## src/sv/ssla_ram.sv

```systemverilog
// Generic single-write, single-read memory with a registered read port.
// Depends on nothing.
`default_nettype none

module ssla_ram #(
    parameter int WIDTH  = 8,
    parameter int DEPTH  = 16,
    parameter int ADDR_W = $clog2(DEPTH)
) (
    input  wire logic              i_clk,
    input  wire logic              i_wr_en,
    input  wire logic [ADDR_W-1:0] i_wr_addr,
    input  wire logic [WIDTH-1:0]  i_wr_data,
    input  wire logic [ADDR_W-1:0] i_rd_addr,
    output logic      [WIDTH-1:0]  o_rd_data
);

    logic [WIDTH-1:0] r_mem [DEPTH];

    always_ff @(posedge i_clk) begin
        if (i_wr_en) begin
            r_mem[i_wr_addr] <= i_wr_data;
        end
        o_rd_data <= r_mem[i_rd_addr];
    end

endmodule

`default_nettype wire

```

## config.mk

```make
export PLATFORM = sky130hd
export DESIGN_NAME = ssla_ram
export DESIGN_NICKNAME = d
export VERILOG_FILES = /design/src/sv/ssla_ram.sv
export SDC_FILE = /design/constraint.sdc
export NUM_CORES = 1
export LEC_CHECK = 0
export BUFFER_PORTS_ARGS = -buffer_cell sky130_fd_sc_hd__buf_4
export CORE_UTILIZATION = 45
export DETAILED_ROUTE_END_ITERATION = 8
export MAX_ROUTING_LAYER = met4
export PLACE_DENSITY_LB_ADDON = 0.05
export SYNTH_ARGS = -nofsm -noshare
export SYNTH_HDL_FRONTEND = slang
export SYNTH_SLANG_ARGS = --single-unit
export TNS_END_PERCENT = 5
```

## constraint.sdc

```tcl
create_clock -name i_clk -period 1.5 [get_ports i_clk]
set_input_delay 0.075 -clock i_clk [delete_from_list [all_inputs] [get_ports i_clk]]
set_output_delay 0.075 -clock i_clk [all_outputs]
set_load 0.1 [all_outputs]
```

Yosys cells after proc, flatten, opt, wreduce, memory -nomap -nowiden --
Memories as Yosys holds them, arrays and structs flattened. A register that Yosys moved wholly into a read port is not among the register bits. Index checks and enable logic that the tools add are counted.
Word-level totals: word-level logic and storage cells 3, flip-flop bits (word level) 0, input bits 18, RAM bits 128, memories kept 1
Operators by class: muxes and demuxes 2
Memories:
- r_mem | depth 16, bits a word 8, read ports 1, clocked after memory_dff 1, write ports 1, line 18 | logic [WIDTH-1:0] r_mem [DEPTH];
Operator list (number):
- 1-bit two-way mux | 2

Longest topological paths before layout --
Gate-level depths: netlist of run 1.
depth in word-level cells 2, mapped depth 5, depth with buffers taken out 3

Worst setup path before layout of run 1 --
OpenSTA, ideal clock, no wires.
path kind input to register, start point in i_wr_addr[2], end point mem r_mem[0][0] (enable), library setup time 0.383 ns, setup slack -0.068 ns, cell stages on the path 2, data required time 1.117 ns, buffers on the path 0, arrival time 1.185 ns, cell sequence or3b_2 -> nor3_1
RTL lines:
- start: declaration | line 12 | input wire logic [ADDR_W-1:0] i_wr_addr,
- end: declaration | line 18
Straight into the memory's write port.

==> results.json, run 1 <==
{
  "syn_avg_cell_area_um2": 22.5,
  "grt_first_pass_wirelength_um": 15200,
  "drive_gt1_frac": 0.330,
  "postRouteAntennaNets": 0,
  "grt_overflow_total": 0,
  "dieHeight_um": 109,
  "gp_congestion": 0.736,
  "tns_ns": 0,
  "pwr-share-comb": 0.069,
  "clk_latency_ns": 0.41,
  "timing.fmax_mhz": 721,
  "stdcell_count": 449,
  "root_buffer": "clkbuf_16",
  "grt_antenna_before_repair": 0,
  "hold_viol_final": 0,
  "finalCritPeriodShare": 0.925,
  "post-place-ws_ns": -0.0636,
  "final_common_cell": "edfxtp_1",
  "startpoint_type": "register",
  "rsz0062_at_grt": "false",
  "cts_tree": "built",
  "endpoint_kind": "register",
  "fin_crit_ns": 1.39,
  "place_hpwl_um": 6440,
  "worst-setup-path-type": "register to register",
  "avgRoutedWirePerCell_um": 22.0,
  "grt_max_degree": 17,
  "p_leak_nw": 2.18,
  "outcome": "complete, no violations",
  "syn_area_mm2": 0.00515,
  "critPathLaunch": "r_mem[8][4]$_DFFE_PP_",
  "crit_arrival_ns": 1.68,
  "cap_violations": 0,
  "switching_share": 0.220,
  "syn2layout_area_growth_pct": 23.1,
  "seq_area_frac_synth": 0.778,
  "path_clk_slew_ns": 0.06,
  "synth_cell_types": 19,
  "dr.pass1.iters": 4,
  "vias": 2449,
  "grtUsageTotal": 0.195,
  "clock_skew_ns": 0.00578,
  "yosysWarnings": 0,
  "syn-instance-count": 229,
  "post_cts_buffers": 0,
  "pin_count": 26,
  "crit_fanout": 1,
  "powerDensity_mw_per_mm2": 1430,
  "ir_drop_mv": 0.738,
  "worst_slack_ns": 0.112,
  "antenna_cells": 0,
  "ys_seq_elements": 136,
  "required_ns": 1.79,
  "initial_utilization": 0.469,
  "utilization": 0.577,
  "routed_via_density": 5.45,
  "pwr-share-clk": 0.460,
  "die_w_um": 109,
  "fillers": 835,
  "maxSlewViolCount": 0,
  "tightest_slew_ns": 0.755,
  "io_buffers": 25,
  "total_power_mw": 9.09,
  "coreArea_mm2": 0.0110,
  "switchingPower_mw": 2.00,
  "hp-class": "input pin to register",
  "syn-num-nets": 247,
  "drc_errors": 0,
  "cts_buffers": 17,
  "drtIter0Drc": 120,
  "fin_nets": 314,
  "p_int_mw": 7.09,
  "rr_startpoint": "r_mem[8][4]$_DFFE_PP_",
  "drt_wl_total_um": 9900,
  "clk_path_buf_depth": 2,
  "final_cell_mix": "edfxtp_1 (128), buf_4 (47), mux4_2 (18), clkbuf_16 (17), a22oi_1 (16)",
  "sequentialPowerShare": 0.470,
  "slew_headroom": 0.496,
  "cts_max_level": 4,
  "dp_cells": 409,
  "fp-row-count": 38,
  "min-delay-start": "i_wr_addr[0]",
  "grt_pass1_vias": 2540,
  "clkSinkCount": 136,
  "dieArea_mm2": 0.0119,
  "setup-violations-final": 0
}
final timing paths:
path / endpoint / slack (ns) / depth (start not counted)
setup / recovery: o_rd_data[4]$_DFF_P_ / 0.11 / 3
hold / removal: r_mem[4][3]$_DFFE_PP_ / 0.17 / 3
setup reg to reg: o_rd_data[4]$_DFF_P_ / 0.11 / 3
hold reg to reg: o_rd_data[0]$_DFF_P_ / 0.67 / 3
power groups by stage:
| stage | logic (mW) | clock network, mW | registers (mW) |
|---|---|---|---|
| floorplan | 0.216 | 0 | 4.53 |
| global placement | 0.618 | 0 | 4.35 |
| detailed placement | 0.620 | 0 | 4.35 |
| CTS | 0.637 | 4.25 | 4.27 |
| global route | 0.669 | 4.41 | 4.28 |
| finish | 0.631 | 4.18 | 4.27 |
per-stage QoR:
| stage | hold WS (ns) | cell area [um^2] |
|---|---|---|
| floorplan | 0.174 | 5150 |
| global placement | 0.378 | 5650 |
| detailed placement | 0.393 | 5650 |
| CTS | 0.156 | 6340 |
| global route | 0.187 | 6340 |
| finish | 0.173 | 6340 |
critical path, stage by stage, from the launching register on:
cell and delay [ns]:
edfxtp_1 0.36, mux4_1 0.52, a22oi_1 0.32, nand2_1 0.08
logic make-up (layout without fill, tap and decap cells):
kind of cell,Yosys count,in the layout,synth area share
flip-flops,136,136,0.778
AND/OR/NAND/NOR,35,35,0.0318
multiplexers,32,32,0.150
AO/OA/AOI/OAI,16,16,0.0233
buffers and inverters,10,90,0.0168
repair_timing:
action,4_1_cts,5_1_grt
gates resized for setup,0,0
endpoints found under the hold margin,128,0
hold buffers,8,0
synthesized netlist by cell type, drive strengths merged:
cell type,n,area [um^2]
nor2,13,48.8
clkdlybuf4s25,3,30.0
nand3,1,5.00
nand2,9,33.8
nand3b,2,15.0
dfxtp,8,160
mux4,32,773
and2b,1,7.51
nor2b,1,6.26
edfxtp,128,3840
nor3,4,20.0
or3b,1,8.76
nand2b,2,12.5
and2,1,6.26
buf,7,56.3
a22oi,16,120
layer usage:
metal	track usage	up-vias	routed length, um
met1	0.271	1271	4760
met3	0.0544	10	412
li1	-	1109	-
met4	0.0676	0	86
met5	-	-	0
met2	0.279	59	4640
state kept, by name (all words and copies together), names as in the netlist:
register / flops
r_mem: 128
o_rd_data: 8
cell type report:
| type | instances | area [um^2] | area share |
|---|---|---|---|
| clock buffers | 17 | 425 | 0.0671 |
| multi-input cells | 83 | 1060 | 0.168 |
| clock inverters | 15 | 178 | 0.0280 |
| repair buffers | 58 | 493 | 0.0778 |
| flip-flops and latches | 136 | 4000 | 0.632 |
| well taps | 140 | 175 | 0.0276 |
No activity file was read; power rests on OpenSTA's default activity.
==> run 2, diff against run 1 <==
--- a/config.mk
+++ b/config.mk
@@ -5,9 +5,9 @@
 export SDC_FILE = /design/constraint.sdc
 export NUM_CORES = 1
 export LEC_CHECK = 0
-export BUFFER_PORTS_ARGS = -buffer_cell sky130_fd_sc_hd__buf_4
 export CORE_UTILIZATION = 45
 export DETAILED_ROUTE_END_ITERATION = 8
+export DONT_BUFFER_PORTS = 1
 export MAX_ROUTING_LAYER = met4
 export PLACE_DENSITY_LB_ADDON = 0.05
 export SYNTH_ARGS = -nofsm -noshare
==> results.json, run 2 (synthesis results as in run 1) <==
{
  "outcome": "finished, violations left",
  "clkSinkCount": 136,
  "place_hpwl_um": 6120,
  "tightest_slew_ns": 0.573,
  "required_ns": 1.79,
  "grtUsageTotal": 0.185,
  "multi_input_area_mm2": 0.00107,
  "largest_register_ffs": 128,
  "drc_errors": 0,
  "grt_antenna_before_repair": 0,
  "post_cts_buffers": 0,
  "grt_max_degree": 33,
  "slew_headroom": 0.617,
  "root_buffer": "clkbuf_16",
  "setup-violations-final": 0,
  "cpMaxStageDelayCell": "mux4_1",
  "gp_congestion": 0.737,
  "violations": "hold timing",
  "fin_crit_ns": 1.35,
  "cpLargestDelayFamily": "multiplexers",
  "drtIter0Drc": 153,
  "critical_path_buf_inv_count": 0,
  "antenna_cells": 0,
  "avgRoutedWirePerCell_um": 22.9,
  "syn2layout_area_growth_pct": 19.8,
  "drt_wl_total_um": 9770,
  "clk_path_buf_depth": 2,
  "grt_overflow_total": 0,
  "grt_pass1_vias": 2483,
  "grt_first_pass_wirelength_um": 14400,
  "initial_utilization": 0.469,
  "maxSlewViolCount": 0,
  "ir_drop_mv": 0.751,
  "hp-class": "input pin to register",
  "cts_max_level": 4,
  "path_clk_slew_ns": 0.06,
  "reg.largest.list": "r_mem (128), o_rd_data (8)",
  "worst_slack_ns": 0.150,
  "dp_cells": 385,
  "max_stage_delay_ns": 0.50,
  "io_buffers": 0,
  "fin_nets": 291,
  "dr.pass1.iters": 4,
  "crit_arrival_ns": 1.64,
  "powerDensity_mw_per_mm2": 1490,
  "cts_tree": "built",
  "seqCellArea_mm2": 0.00400,
  "top_register": "r_mem",
  "cap_violations": 0,
  "timing.fmax_mhz": 741,
  "finalCritPeriodShare": 0.900,
  "worst-setup-path-type": "register to register",
  "hold-worst-slack_ns": -0.00994,
  "endpoint_kind": "register",
  "stdcell_count": 426,
  "post-place-ws_ns": 0.0881,
  "fp-row-count": 38,
  "path_depth": 3,
  "p_leak_nw": 2.07,
  "rsz0062_at_grt": "false",
  "cts_buffers": 17,
  "clock_skew_ns": 0.00638,
  "postRouteAntennaNets": 0,
  "coreArea_mm2": 0.0110,
  "drive_gt1_frac": 0.273,
  "final_cell_mix": "edfxtp_1 (128), buf_4 (26), mux4_2 (18), clkbuf_16 (17), a22oi_1 (15)",
  "crit_fanout": 1,
  "final_common_cell": "edfxtp_1",
  "ff2ff_path_depth": 3,
  "startpoint_type": "register",
  "worstHoldPathCells": 3,
  "dieArea_mm2": 0.0119,
  "pin_count": 26,
  "fillers": 833,
  "routed_via_density": 5.51,
  "tns_ns": 0,
  "clk_latency_ns": 0.40,
  "dieHeight_um": 109,
  "vias": 2348,
  "die_w_um": 109,
  "hold_viol_final": 2,
  "cp_cell_sequence": "mux4_1, a22oi_1, nand2_1"
}
-- run 2: worst register-to-register path, cell delays in order, from the launching register on --
cell and delay [ns]:
edfxtp_1 0.36, mux4_1 0.50, a22oi_1 0.30, nand2_1 0.08
-- run 2: layer usage --
| layer | share of wire | GRT usage | wire length, um |
|---|---|---|---|
| met1 | 0.45 | 0.250 | 4370 |
| met4 | 0.010 | 0.0666 | 98 |
| met2 | 0.49 | 0.283 | 4830 |
| met5 | 0 | - | 0 |
| met3 | 0.048 | 0.0365 | 469 |
-- run 2: path summary, 6_finish.rpt --
kind / from / end / slack, ns
max: r_mem[0][2]$_DFFE_PP_ / o_rd_data[2]$_DFF_P_ / 0.15
min: i_rd_addr[1] / o_rd_data[6]$_DFF_P_ / -0.01
max reg2reg: r_mem[0][2]$_DFFE_PP_ / o_rd_data[2]$_DFF_P_ / 0.15
min reg2reg: r_mem[12][2]$_DFFE_PP_ / o_rd_data[2]$_DFF_P_ / 0.68
-- run 2: cell type report --
class | instances | share of cell area
repair buffers | 35 | 0.0463
flip-flops and latches | 136 | 0.649
clock buffers | 19 | 0.0718
clock inverters | 13 | 0.0312
multi-input cells | 83 | 0.173
well taps | 140 | 0.0284
-- run 2: what timing repair did --
action	4_1_cts	5_1_grt
endpoints found under the setup margin	0	1
hold buffers	8	1
endpoints found under the hold margin	135	3
resized for setup	0	1
-- run 2: where the power goes --
part / switching (mW) / total, mW / internal, mW / leakage [nW]
sequential: 0.0235 / 4.27 / 4.25 / 1.22
combinational: 0.348 / 0.528 / 0.179 / 0.545
clock: 1.52 / 4.37 / 2.85 / 0.305
total: 1.90 / 9.17 / 7.28 / 2.07
-- run 2: metrics by stage --
step | area, um^2 | util | hold slack, ns | power (mW)
3_3_place_gp | 5440 | 0.495 | 0.175 | 4.81
2_1_floorplan | 5150 | - | 0.174 | 4.75
3_5_place_dp | 5440 | 0.495 | 0.174 | 4.82
4_1_cts | 6150 | 0.560 | -0.0456 | 9.22
5_1_grt | 6170 | 0.562 | 0.00702 | 9.43
6_report | 6170 | 0.562 | -0.00994 | 9.17
